[config.mk]
export PLATFORM = sky130hd
export DESIGN_NAME = fixed_unit_pool_allocator
export DESIGN_NICKNAME = d
export VERILOG_FILES = /design/src/hdl/fupa_pkg.sv /design/src/hdl/fixed_unit_pool_allocator.sv /design/src/hdl/fupa_ram.sv /design/src/hdl/fupa_ctrl.sv
export SDC_FILE = /design/constraint.sdc
export NUM_CORES = 1
export LEC_CHECK = 0
export BUFFER_PORTS_ARGS = -buffer_cell sky130_fd_sc_hd__buf_2
export CAP_MARGIN = 20
export CORE_MARGIN = 1
export CORE_UTILIZATION = 60
export CTS_CLUSTER_SIZE = 12
export DETAILED_ROUTE_END_ITERATION = 8
export PLACE_DENSITY = 0.75
export SLEW_MARGIN = 20
export SYNTH_ARGS = -nofsm -noshare
export SYNTH_HDL_FRONTEND = slang
export SYNTH_SLANG_ARGS = --single-unit
[constraint.sdc]
create_clock -name clk -period 4.4 [get_ports clk]
set_input_delay 0.22 -clock clk [delete_from_list [all_inputs] [get_ports clk]]
set_output_delay 0.22 -clock clk [all_outputs]
set_load 0.01 [all_outputs]
[src/hdl/fupa_pkg.sv]
// Shared types, codes and defaults for the fixed unit pool allocator.
`default_nettype none

package fupa_pkg;

    localparam int UNITS_DEF      = 64;
    localparam int UNIT_BYTES_W   = 16;
    localparam int REQ_BYTES_W    = 32;
    localparam int HANDLE_W       = 7;
    localparam int IDX_W          = 6;
    localparam int STATUS_W       = 2;

    localparam logic [UNIT_BYTES_W-1:0] UNIT_BYTES_RST = 16'd64;

    localparam logic OP_ALLOC   = 1'b0;
    localparam logic OP_RELEASE = 1'b1;

    localparam logic [STATUS_W-1:0] STAT_GRANT    = 2'd0;
    localparam logic [STATUS_W-1:0] STAT_ALLOC_FB = 2'd1;
    localparam logic [STATUS_W-1:0] STAT_RETURNED = 2'd2;
    localparam logic [STATUS_W-1:0] STAT_FREE_FB  = 2'd3;

    typedef struct packed {
        logic                   operation;
        logic [REQ_BYTES_W-1:0] request_bytes;
        logic [HANDLE_W-1:0]    handle;
    } pool_req_t;

    typedef struct packed {
        logic [STATUS_W-1:0] status;
        logic [IDX_W-1:0]    unit_index;
    } pool_rsp_t;

    typedef enum logic [1:0] {
        S_CLEAR,
        S_IDLE,
        S_EXEC,
        S_FIX
    } fupa_state_t;

endpackage

`default_nettype wire

[src/hdl/fixed_unit_pool_allocator.sv]
// Top level of the fixed unit pool allocator: sequencer plus three link memories.
// A new item is taken only in S_IDLE; the result strobe done_reg is set in S_EXEC.
// Release and fall-back items go back to idle from S_EXEC; a grant onto a non-empty
// used list passes through S_FIX for the second write to the used_prev memory.
// Reset: asynchronous, active low. A clearing pass (S_CLEAR) then builds the free
// list in its memory, with busy high; configuration writes are taken throughout.
// The receiver cannot stall: done is a one-cycle strobe.
`default_nettype none

module fixed_unit_pool_allocator #(
    parameter int UNITS = fupa_pkg::UNITS_DEF
) (
    input  wire logic                              clk,
    input  wire logic                              rst_n,
    input  wire logic                              start,
    output logic                                   busy,
    input  wire fupa_pkg::pool_req_t               request,
    output logic                                   done,
    output fupa_pkg::pool_rsp_t                    result,
    input  wire logic                              cfg_valid,
    output logic                                   cfg_ready,
    input  wire logic [fupa_pkg::UNIT_BYTES_W-1:0] cfg_data
);

    import fupa_pkg::*;

    localparam int IW = $clog2(UNITS);
    localparam int LW = $clog2(UNITS + 1);

    logic          fl_we, un_we, up_we;
    logic [IW-1:0] fl_waddr, un_waddr, up_waddr;
    logic [IW-1:0] fl_raddr, un_raddr, up_raddr;
    logic [LW-1:0] fl_wdata, un_wdata, up_wdata;
    logic [LW-1:0] fl_rdata, un_rdata, up_rdata;

    fupa_ctrl #(
        .UNITS(UNITS)
    ) u_ctrl (
        .clk      (clk),
        .rst_n    (rst_n),
        .start    (start),
        .busy     (busy),
        .request  (request),
        .done     (done),
        .result   (result),
        .cfg_valid(cfg_valid),
        .cfg_ready(cfg_ready),
        .cfg_data (cfg_data),
        .fl_we    (fl_we),
        .fl_waddr (fl_waddr),
        .fl_wdata (fl_wdata),
        .fl_raddr (fl_raddr),
        .fl_rdata (fl_rdata),
        .un_we    (un_we),
        .un_waddr (un_waddr),
        .un_wdata (un_wdata),
        .un_raddr (un_raddr),
        .un_rdata (un_rdata),
        .up_we    (up_we),
        .up_waddr (up_waddr),
        .up_wdata (up_wdata),
        .up_raddr (up_raddr),
        .up_rdata (up_rdata)
    );

    fupa_ram #(
        .DEPTH(UNITS),
        .WIDTH(LW)
    ) u_free_link (
        .clk  (clk),
        .we   (fl_we),
        .waddr(fl_waddr),
        .wdata(fl_wdata),
        .raddr(fl_raddr),
        .rdata(fl_rdata)
    );

    fupa_ram #(
        .DEPTH(UNITS),
        .WIDTH(LW)
    ) u_used_next (
        .clk  (clk),
        .we   (un_we),
        .waddr(un_waddr),
        .wdata(un_wdata),
        .raddr(un_raddr),
        .rdata(un_rdata)
    );

    fupa_ram #(
        .DEPTH(UNITS),
        .WIDTH(LW)
    ) u_used_prev (
        .clk  (clk),
        .we   (up_we),
        .waddr(up_waddr),
        .wdata(up_wdata),
        .raddr(up_raddr),
        .rdata(up_rdata)
    );

endmodule

`default_nettype wire

[src/hdl/fupa_ram.sv]
// Simple dual-port RAM, one write and one registered read per cycle.
`default_nettype none

module fupa_ram #(
    parameter int DEPTH = 64,
    parameter int WIDTH = 7
) (
    input  wire logic                     clk,
    input  wire logic                     we,
    input  wire logic [$clog2(DEPTH)-1:0] waddr,
    input  wire logic [WIDTH-1:0]         wdata,
    input  wire logic [$clog2(DEPTH)-1:0] raddr,
    output logic      [WIDTH-1:0]         rdata
);

    logic [WIDTH-1:0] mem [DEPTH];

    always_ff @(posedge clk)
    begin
        if (we)
        begin
            mem[waddr] <= wdata;
        end
        rdata <= mem[raddr];
    end

endmodule

`default_nettype wire

[src/hdl/fupa_ctrl.sv]
// Sequencer: list heads, config register, link read-modify-write and result register.
`default_nettype none

module fupa_ctrl #(
    parameter int UNITS = 64
) (
    input  wire logic                                    clk,
    input  wire logic                                    rst_n,
    input  wire logic                                    start,
    output logic                                         busy,
    input  wire fupa_pkg::pool_req_t                     request,
    output logic                                         done,
    output fupa_pkg::pool_rsp_t                          result,
    input  wire logic                                    cfg_valid,
    output logic                                         cfg_ready,
    input  wire logic [fupa_pkg::UNIT_BYTES_W-1:0]       cfg_data,
    // free_link memory
    output logic                                         fl_we,
    output logic [$clog2(UNITS)-1:0]                     fl_waddr,
    output logic [$clog2(UNITS+1)-1:0]                   fl_wdata,
    output logic [$clog2(UNITS)-1:0]                     fl_raddr,
    input  wire logic [$clog2(UNITS+1)-1:0]              fl_rdata,
    // used_next memory
    output logic                                         un_we,
    output logic [$clog2(UNITS)-1:0]                     un_waddr,
    output logic [$clog2(UNITS+1)-1:0]                   un_wdata,
    output logic [$clog2(UNITS)-1:0]                     un_raddr,
    input  wire logic [$clog2(UNITS+1)-1:0]              un_rdata,
    // used_prev memory
    output logic                                         up_we,
    output logic [$clog2(UNITS)-1:0]                     up_waddr,
    output logic [$clog2(UNITS+1)-1:0]                   up_wdata,
    output logic [$clog2(UNITS)-1:0]                     up_raddr,
    input  wire logic [$clog2(UNITS+1)-1:0]              up_rdata
);

    import fupa_pkg::*;

    localparam int IW = $clog2(UNITS);
    localparam int LW = $clog2(UNITS + 1);
    localparam int XW = (LW > HANDLE_W) ? LW : HANDLE_W;
    localparam logic [LW-1:0] NIL = LW'(UNITS);

    fupa_state_t              state_reg, state_next;
    logic [LW-1:0]            free_head_reg, free_head_next;
    logic [LW-1:0]            used_head_reg, used_head_next;
    logic [UNIT_BYTES_W-1:0]  unit_bytes_reg, unit_bytes_next;
    logic [IW-1:0]            clr_reg, clr_next;
    logic                     op_reg, op_next;
    logic                     fb_reg, fb_next;
    logic [IW-1:0]            hnd_reg, hnd_next;
    logic [IW-1:0]            fix_addr_reg, fix_addr_next;
    logic [LW-1:0]            fix_data_reg, fix_data_next;
    logic                     done_reg, done_next;
    pool_rsp_t                rsp_reg, rsp_next;

    logic [XW-1:0]            h_ext;
    logic                     h_in_pool;
    logic [XW-1:0]            u_ext;
    logic                     free_head_ok;
    logic                     used_head_ok;
    logic                     p_ok;
    logic                     n_ok;

    assign h_ext        = XW'(request.handle);
    assign h_in_pool    = h_ext < XW'(UNITS);
    assign u_ext        = XW'(free_head_reg);
    assign free_head_ok = free_head_reg < NIL;
    assign used_head_ok = used_head_reg < NIL;
    assign p_ok         = up_rdata < NIL;
    assign n_ok         = un_rdata < NIL;

    assign busy      = state_reg != S_IDLE;
    assign done      = done_reg;
    assign result    = rsp_reg;
    assign cfg_ready = 1'b1;

    always_ff @(posedge clk or negedge rst_n)
    begin
        if (!rst_n)
        begin
            state_reg      <= S_CLEAR;
            free_head_reg  <= LW'(UNITS - 1);
            used_head_reg  <= NIL;
            unit_bytes_reg <= UNIT_BYTES_RST;
            clr_reg        <= '0;
            done_reg       <= 1'b0;
        end
        else
        begin
            state_reg      <= state_next;
            free_head_reg  <= free_head_next;
            used_head_reg  <= used_head_next;
            unit_bytes_reg <= unit_bytes_next;
            clr_reg        <= clr_next;
            done_reg       <= done_next;
        end
    end

    always_ff @(posedge clk)
    begin
        op_reg       <= op_next;
        fb_reg       <= fb_next;
        hnd_reg      <= hnd_next;
        fix_addr_reg <= fix_addr_next;
        fix_data_reg <= fix_data_next;
        rsp_reg      <= rsp_next;
    end

    always_comb
    begin
        state_next      = state_reg;
        free_head_next  = free_head_reg;
        used_head_next  = used_head_reg;
        unit_bytes_next = unit_bytes_reg;
        clr_next        = clr_reg;
        op_next         = op_reg;
        fb_next         = fb_reg;
        hnd_next        = hnd_reg;
        fix_addr_next   = fix_addr_reg;
        fix_data_next   = fix_data_reg;
        done_next       = 1'b0;
        rsp_next        = rsp_reg;

        fl_we    = 1'b0;
        fl_waddr = hnd_reg;
        fl_wdata = free_head_reg;
        fl_raddr = free_head_reg[IW-1:0];
        un_we    = 1'b0;
        un_waddr = free_head_reg[IW-1:0];
        un_wdata = used_head_reg;
        un_raddr = h_ext[IW-1:0];
        up_we    = 1'b0;
        up_waddr = free_head_reg[IW-1:0];
        up_wdata = NIL;
        up_raddr = h_ext[IW-1:0];

        if (cfg_valid)
        begin
            unit_bytes_next = cfg_data;
        end

        unique case (state_reg)
            S_CLEAR:
            begin
                // free list starts as UNITS-1 -> ... -> 0 -> nil
                fl_we    = 1'b1;
                fl_waddr = clr_reg;
                fl_wdata = (clr_reg == '0) ? NIL : LW'(clr_reg) - LW'(1);
                clr_next = clr_reg + IW'(1);
                if (clr_reg == IW'(UNITS - 1))
                begin
                    state_next = S_IDLE;
                end
            end
            S_IDLE:
            begin
                if (start)
                begin
                    op_next  = request.operation;
                    hnd_next = h_ext[IW-1:0];
                    if (request.operation == OP_ALLOC)
                    begin
                        fb_next = (request.request_bytes > REQ_BYTES_W'(unit_bytes_reg))
                                  || !free_head_ok;
                    end
                    else
                    begin
                        fb_next = !h_in_pool;
                    end
                    state_next = S_EXEC;
                end
            end
            S_EXEC:
            begin
                done_next  = 1'b1;
                state_next = S_IDLE;
                rsp_next.unit_index = '0;
                if (op_reg == OP_ALLOC)
                begin
                    if (fb_reg)
                    begin
                        rsp_next.status = STAT_ALLOC_FB;
                    end
                    else
                    begin
                        // pop free head, push it on the front of the used list
                        rsp_next.status     = STAT_GRANT;
                        rsp_next.unit_index = u_ext[IDX_W-1:0];
                        free_head_next      = fl_rdata;
                        used_head_next      = free_head_reg;
                        un_we               = 1'b1;
                        up_we               = 1'b1;
                        if (used_head_ok)
                        begin
                            fix_addr_next = used_head_reg[IW-1:0];
                            fix_data_next = free_head_reg;
                            state_next    = S_FIX;
                        end
                    end
                end
                else
                begin
                    if (fb_reg)
                    begin
                        rsp_next.status = STAT_FREE_FB;
                    end
                    else
                    begin
                        // unlink from used list, push onto free list
                        rsp_next.status = STAT_RETURNED;
                        un_waddr        = up_rdata[IW-1:0];
                        un_wdata        = un_rdata;
                        un_we           = p_ok;
                        if (!p_ok)
                        begin
                            used_head_next = un_rdata;
                        end
                        up_waddr       = un_rdata[IW-1:0];
                        up_wdata       = up_rdata;
                        up_we          = n_ok;
                        fl_we          = 1'b1;
                        fl_waddr       = hnd_reg;
                        fl_wdata       = free_head_reg;
                        free_head_next = LW'(hnd_reg);
                    end
                end
            end
            S_FIX:
            begin
                // back link of the old used head
                up_we      = 1'b1;
                up_waddr   = fix_addr_reg;
                up_wdata   = fix_data_reg;
                state_next = S_IDLE;
            end
            default:
            begin
                state_next = S_IDLE;
            end
        endcase
    end

endmodule

`default_nettype wire

==> run_results.csv, run 1 <==
group,metric,value,unit
run_status,status,"complete, no violations",
detailed_routing,dr.pass1.iters,7,
detailed_routing,met3WireLength,14300,um
cts,root_buffer,"clkbuf_16",
critical_path,crit_fanout,14,
critical_path,path_buf_inv,3,
pwr,switching_share,28.5,%
hold_path,min_path_type,"in -> reg",
sta,finalSetupViolCount,0,
layout,final_nets,3076,
die,start_util,60.9,%
layout,nFillCells,5620,
sta,clock_skew,0.0293,ns
placement,place_congestion,0.880,
critical_path,r2r-start,"u_ctrl.state_reg[0]",
sta,hold_ws,0.0525,ns
critical_path,rrSetupSlack,0.42,ns
pwr,ir_drop,0.621,mV
global_routing,antenna_found_initial,2,
global_routing,grt_overflow,0,
cts,post-cts-setup-buffer-count,0,
job,drv_cap,0,
layout,synthToLayoutAreaGrowth,12.0,%
synthesis,syn-cell-area,56200,um^2
die,die_w,308,um
detailed_routing,wl,132000,um
sta,fin_crit,3.98,ns
die,rows,111,
layout,drive_above_1_share,23.7,%
sta,rsz0062_at_grt,"false",
placement,place_area,58100,um^2
critical_path,slowest_delay,0.75,ns
critical_path,cpMaxStageDelayCell,"nor2_1",
pwr,power_density,575,nW/um^2
cts,cts.sink_count,1433,
placement,hpwl,79900,um
cts,htreeDepth,4,
detailed_routing,vias_per_cell,6.74,
layout,layout_common_cells,"edfxtp_1, mux4_2, nor2_1",
pwr,p_leak,20.0,nW
critical_path,startpoint_type,"register",
pwr,p_switching,10.3,mW
sta,slew_violations,0,
cts,ctsHoldBuffers,50,
sta,min_period_over_period,90.5,%
global_routing,grt_max_degree,85,
critical_path,path_cells,"inv_1 -> ha_1 -> buf_4 -> nor2b_1 -> buf_4 -> nand2_1 -> o31ai_1 -> nand2_1 -> nor2_1",
critical_path,cpLargestDelayFamily,"simple AND/OR/NAND/NOR gates",
synthesis,syn_area_per_cell,20.0,um^2
layout,final_core_util,68.2,%
sta,setup_tns,0,ns
global_routing,first_global_vias,29335,
synthesis,netlist.area_leader.share,73.4,%
sta,finalHoldViolCount,0,
synthesis,ys.flop_type,"edfxtp_1",
synthesis,synthAdderAreaFrac,0.490,%
detailed_routing,ant_nets,0,
critical_path,cp.arrival,4.34,ns
layout,layout_commonest_cell,"edfxtp_1",
critical_path,critPathLaunch,"u_ctrl.state_reg[0]",
sta,fmax,0.251,GHz
critical_path,r2r_end,"u_free_link.mem[58][6]",
cts,clockBufferDepth,3,
critical_path,crit_end,"u_free_link.mem[58][6]",
pwr,power_frac_clock,31.4,%
detailed_routing,wl_per_cell,30.6,um
synthesis,netlist_instances,2813,
detailed_routing,via_count,29110,
die,design.die.area,94800,um^2
cts,cts_buffers,145,
cts,cts_tree,"built",
die,die_h,308,um
synthesis,yosys.area.top_type,"edfxtp_1",
synthesis,ys_ff_latch,1433,
synthesis,synth_edf_count,1373,
global_routing,track_usage,28.9,%
placement,numPortBuffers,69,
synthesis,yosys_warnings,0,
critical_path,crit_cells,9,
detailed_routing,drc,0,
synthesis,synth_fp_nets,2895,
critical_path,cp-end-kind,"register",
detailed_routing,maxUsedRoutingLayer,"met5",
pwr,seq_power_share,48.9,%
synthesis,synth_area_leaders,"edfxtp_1, mux4_2, nor2_1",
synthesis,synth-simple-area-share,4.04,%
critical_path,ff2ff_path_depth,9,
die,core_area,92200,um^2
die,io_pins,71,
layout,stdcell_area,62900,um^2
synthesis,synthXorXnorAreaFrac,0.0936,%
cts,worstSkewPairLatency,0.74,ns
synthesis,synth.distinct_cells,49,
critical_path,worstSetupPathType,"reg -> reg",
cts,clk_pin_slew,0.06,ns
synthesis,synth.area.mux_share,15.4,%
global_routing,grt_pass1_wl,197000,um
critical_path,required,4.76,ns
cts,ctsResizeCount,0,
pwr,p_int,25.9,mW
detailed_routing,drtIter0Drc,4050,
sta,worst_pin_slew,1.08,ns
synthesis,synth_compound_area_share,2.75,%
synthesis,async_flop_share,2.72,%
detailed_routing,wl_met1,51000,um
synthesis,synth_top_family_by_area,"multiplexers",
sta,slew_headroom,27.4,%
layout,top_regs,"u_free_link.mem x448, u_used_next.mem x448, u_used_prev.mem x448",
pwr,p_comb_share,19.7,%
detailed_routing,wl_met2,62800,um
synthesis,yosysSeqAreaShare,75.9,%
## metrics by stage
step	instances	power (mW)	worst slack [ns]
floorplan	2813	22.0	0.566
finish	4320	36.1	0.416
global route	4319	37.2	0.317
detailed placement	4039	24.9	0.553
global placement	4039	24.7	0.681
CTS	4318	36.1	0.517
## synth_stat cells, types with 2 or more instances
library cell  instances
a21o_1                6
mux4_2              351
nand2_1             130
buf_1                25
dfrtp_1              31
a221oi_1              2
a221o_1               2
nor2b_1              17
a2111oi_0             6
a21oi_1              27
or3_1                 8
o221ai_1              8
and2_1                9
nand2b_1             24
xnor2_1               3
nor2_1              245
nand3_2               4
dfstp_2               8
dfxtp_1              21
a211oi_1              6
nand3b_1              8
a22o_1                9
ha_1                 22
o22ai_1              96
buf_4                 6
or2_2                 7
a222oi_1              2
mux2i_1              30
nor3_1               43
a22oi_1               2
nor4_1                6
inv_1                26
nand4_1               6
nand3_1               8
o21ai_0              48
o21a_1                2
xor2_1                3
clkbuf_1             70
buf_2                47
or4_1                 2
o31ai_1              17
a32o_1                4
edfxtp_1           1373
mux2_2               38
## worst reg2reg max path, stage by stage, from the launching register on
cell and delay (ns):
dfrtp_1 0.41, inv_1 0.14, ha_1 0.17, buf_4 0.21
nor2b_1 0.16, buf_4 0.20, nand2_1 0.27, o31ai_1 0.60
nand2_1 0.69, nor2_1 0.75
## metal layers
| layer | GRT usage (%) | up-vias |
|---|---|---|
| met5 | 0 | - |
| met4 | 9.74 | 4 |
| met3 | 6.79 | 287 |
| met2 | 43.8 | 1945 |
| met1 | 42.1 | 15018 |
| li1 | - | 11856 |
## final cells by class
cell class	count	area (um^2)	area share [%]
antenna	1	2.50	0.00398
inverter	26	97.6	0.155
sequential	1433	42600	67.8
timing repair buffer	182	1470	2.34
clock buffer	203	4050	6.44
clock inverter	26	199	0.316
tap	1243	1560	2.47
multi-input combinational	1206	12900	20.5
## cells by family (layout without fill, tap and decap cells)
| logic type | count (synthesis) | count (layout) |
|---|---|---|
| flops | 1433 | 1433 |
| simple gates | 518 | 518 |
| mux | 419 | 419 |
| compound gates | 240 | 240 |
| buf+inv | 174 | 437 |
| fa+ha+maj | 22 | 22 |
| xor+xnor | 6 | 6 |
| other cells | 1 | 2 |
## power groups by stage
stage / logic [mW] / clock network [mW] / registers (mW)
2_1_floorplan: 4.36 / 0 / 17.6
3_3_place_gp: 6.80 / 0 / 17.9
3_5_place_dp: 6.98 / 0 / 17.9
4_1_cts: 7.07 / 11.4 / 17.7
5_1_grt: 7.53 / 11.9 / 17.7
6_report: 7.11 / 11.4 / 17.7
## worst min path at each step
stage                     from                  endpoint  slack (ns)  depth (start not counted)
finish              request[6]             u_ctrl.fb_reg        0.05                          3
global route        request[6]             u_ctrl.fb_reg        0.03                          3
CTS                 request[6]             u_ctrl.fb_reg       0.003                          3
detailed placement       rst_n  u_ctrl.unit_bytes_reg[0]        0.35                          2
global placement         rst_n  u_ctrl.unit_bytes_reg[0]        0.32                          2
floorplan                rst_n         u_ctrl.clr_reg[0]       -0.08                          0
(Power assumes the default switching activity.)
==> inputs of run 2 (changes only) <==
--- a/config.mk
+++ b/config.mk
@@ -9,6 +9,7 @@
 export CAP_MARGIN = 20
 export CORE_MARGIN = 1
 export CORE_UTILIZATION = 60
+export CTS_CLUSTER_DIAMETER = 150
 export CTS_CLUSTER_SIZE = 12
 export DETAILED_ROUTE_END_ITERATION = 8
 export PLACE_DENSITY = 0.75
==> constraint.sdc (replaced) <==
create_clock -name clk -period 4.4 [get_ports clk]
set_input_delay 0.22 -clock clk [delete_from_list [all_inputs] [get_ports clk]]
set_output_delay 0.22 -clock clk [all_outputs]
set_load 0.05 [all_outputs]
==> run 2 against run 1 <==
Against the previous run:
- die area did not move
- clock skew rose by 0.0061 ns
- sequential power barely moved
- sequential share of layout area rose by 0.44 points
- worst setup slack improved by 0.046 ns
- hold slack got worse by 0.0080 ns
- cell count fell by 0.76%
- non-clock buffer count fell by 2
- critical path type unchanged
- largest cell class unchanged
- highest routed layer unchanged
==> run_results.csv, run 2 (same netlist as run 1, synthesis figures left out) <==
group,metric,value,unit
cts,post-cts-setup-buffer-count,0,
hold_path,min_path_type,"in -> reg",
sta,slew_violations,0,
layout,layout_commonest_cell,"edfxtp_1",
critical_path,startpoint_type,"register",
critical_path,rrSetupSlack,0.46,ns
cts,root_buffer,"clkbuf_16",
critical_path,cp.arrival,4.31,ns
detailed_routing,vias_per_cell,6.77,
critical_path,cp-end-kind,"register",
hold_path,hold_path_depth,2,
placement,hpwl,79900,um
critical_path,worstSetupPathType,"reg -> reg",
die,start_util,60.9,%
placement,numPortBuffers,69,
detailed_routing,drtIter0Drc,3786,
layout,top_regs,"u_free_link.mem x448, u_used_next.mem x448, u_used_prev.mem x448",
placement,place_congestion,0.880,
global_routing,grt_overflow,0,
detailed_routing,ant_nets,0,
critical_path,required,4.77,ns
detailed_routing,via_count,29026,
die,die_w,308,um
pwr,finalPower,35.5,mW
cts,htreeDepth,4,
pwr,power_density,568,nW/um^2
critical_path,r2r_end,"u_free_link.mem[58][6]",
hold_path,min_to,"u_ctrl.unit_bytes_reg[10]",
pwr,p_leak,19.8,nW
sta,min_period_over_period,89.5,%
detailed_routing,wl_per_cell,30.5,um
die,io_pins,71,
sta,fin_crit,3.94,ns
cts,cts_tree,"built",
sta,slew_headroom,27.9,%
detailed_routing,wl,131000,um
cts,cts.sink_count,1433,
critical_path,ff2ff_path_depth,9,
die,core_area,92200,um^2
layout,layout_common_cells,"edfxtp_1, mux4_2, nor2_1",
cts,clockBufferDepth,3,
sta,fmax,0.254,GHz
die,design.die.area,94800,um^2
critical_path,slowest_delay,0.74,ns
job,drv_cap,0,
global_routing,grt_max_degree,85,
cts,cts_buffers,137,
critical_path,r2r-start,"u_ctrl.state_reg[0]",
critical_path,critPathLaunch,"u_ctrl.state_reg[0]",
sta,finalSetupViolCount,0,
cts,clk_pin_slew,0.06,ns
critical_path,crit_fanout,14,
cts,worstSkewPairLatency,0.76,ns
pwr,ir_drop,0.680,mV
global_routing,first_global_vias,29304,
critical_path,cpMaxStageDelayCell,"nor2_1",
sta,setup_tns,0,ns
global_routing,antenna_found_initial,3,
sta,worst_pin_slew,1.07,ns
detailed_routing,drc,0,
sta,rsz0062_at_grt,"false",
global_routing,grt_pass1_wl,194000,um
die,die_h,308,um
layout,drive_above_1_share,23.3,%
run_status,status,"complete, no violations",
detailed_routing,dr.pass1.iters,6,
sta,finalHoldViolCount,0,
sta,clock_skew,0.0354,ns
global_routing,track_usage,28.4,%
layout,final_nets,3066,
hold_path,hold_path.startpoint,"cfg_valid",
critical_path,path_cells,"inv_1 -> ha_1 -> buf_4 -> nor2b_1 -> buf_4 -> nand2_1 -> o31ai_1 -> nand2_1 -> nor2_1",
die,rows,111,
layout,synthToLayoutAreaGrowth,11.3,%
==> run 2: cell count changes in the layout (fill, tap and decap cells not counted), moves of 2 or more <==
cell	previous run	this run
clkinv_1	12	0
clkinv_8	2	4
clkinv_2	7	0
bufinv_16	2	0
clkbuf_8	4	2
clkbuf_16	153	143
==> run 2: area by class of cell <==
type | instances | area (um^2)
Multi-Input combinational cell | 1206 | 12900
Tap cell | 1243 | 1560
Inverter | 26 | 97.6
Sequential cell | 1433 | 42600
Fill cell | 5670 | 29800
Timing Repair Buffer | 180 | 1440
Antenna cell | 1 | 2.50
Clock buffer | 190 | 3760
Clock inverter | 8 | 98.8
==> run 2: metal layers <==
layer | up-vias | share of wire [%] | global-route usage [%]
li1 | 11799 | - | -
met2 | 1988 | 47 | 43.5
met4 | 2 | 2.9 | 8.84
met5 | - | 0.014 | 0
met3 | 275 | 11 | 6.51
met1 | 14962 | 39 | 41.4
==> run 2: worst max-delay path: cells and delay by family (launching register included) <==
family	cells	cell delay [ns]
AND/OR/NAND/NOR	4	1.85
buffers and inverters	3	0.55
adder cells (fa/ha/maj)	1	0.16
AO/OA/AOI/OAI	1	0.59
flip-flops	1	0.41
==> run 2: timing repair <==
item / 4_1_cts / 5_1_grt
hold buffers: 49 / 0
endpoints found under the hold margin: 65 / 0
resized for setup: 0 / 0
==> run 2: worst max path at each step <==
stage	cells after the start	endpoint	slack, ns
after global routing	9	u_free_link.mem[58][6]	0.33
final	9	u_free_link.mem[58][6]	0.46
after floorplan	7	u_free_link.mem[0][4]	0.57
after CTS	9	u_free_link.mem[58][3]	0.55
after global placement	9	u_free_link.mem[58][4]	0.68
after detailed placement	9	u_free_link.mem[58][5]	0.55
==> run 2: per-stage QoR <==
stage | setup WS [ns] | area (um^2) | instances | util [%] | hold WS (ns)
5_1_grt | 0.327 | 62500 | 4287 | 67.7 | 0.0660
3_5_place_dp | 0.553 | 58100 | 4039 | 63.0 | 0.346
6_report | 0.462 | 62500 | 4287 | 67.7 | 0.0446
2_1_floorplan | 0.566 | 56200 | 2813 | - | -0.0756
4_1_cts | 0.550 | 62400 | 4286 | 67.7 | 0.00308
3_3_place_gp | 0.681 | 58100 | 4039 | 63.0 | 0.320
==> run 2: power by group <==
part | internal [mW] | switching (mW)
registers | 17.2 | 0.489
logic | 2.21 | 4.95
clock network | 5.91 | 4.78
total | 25.3 | 10.2
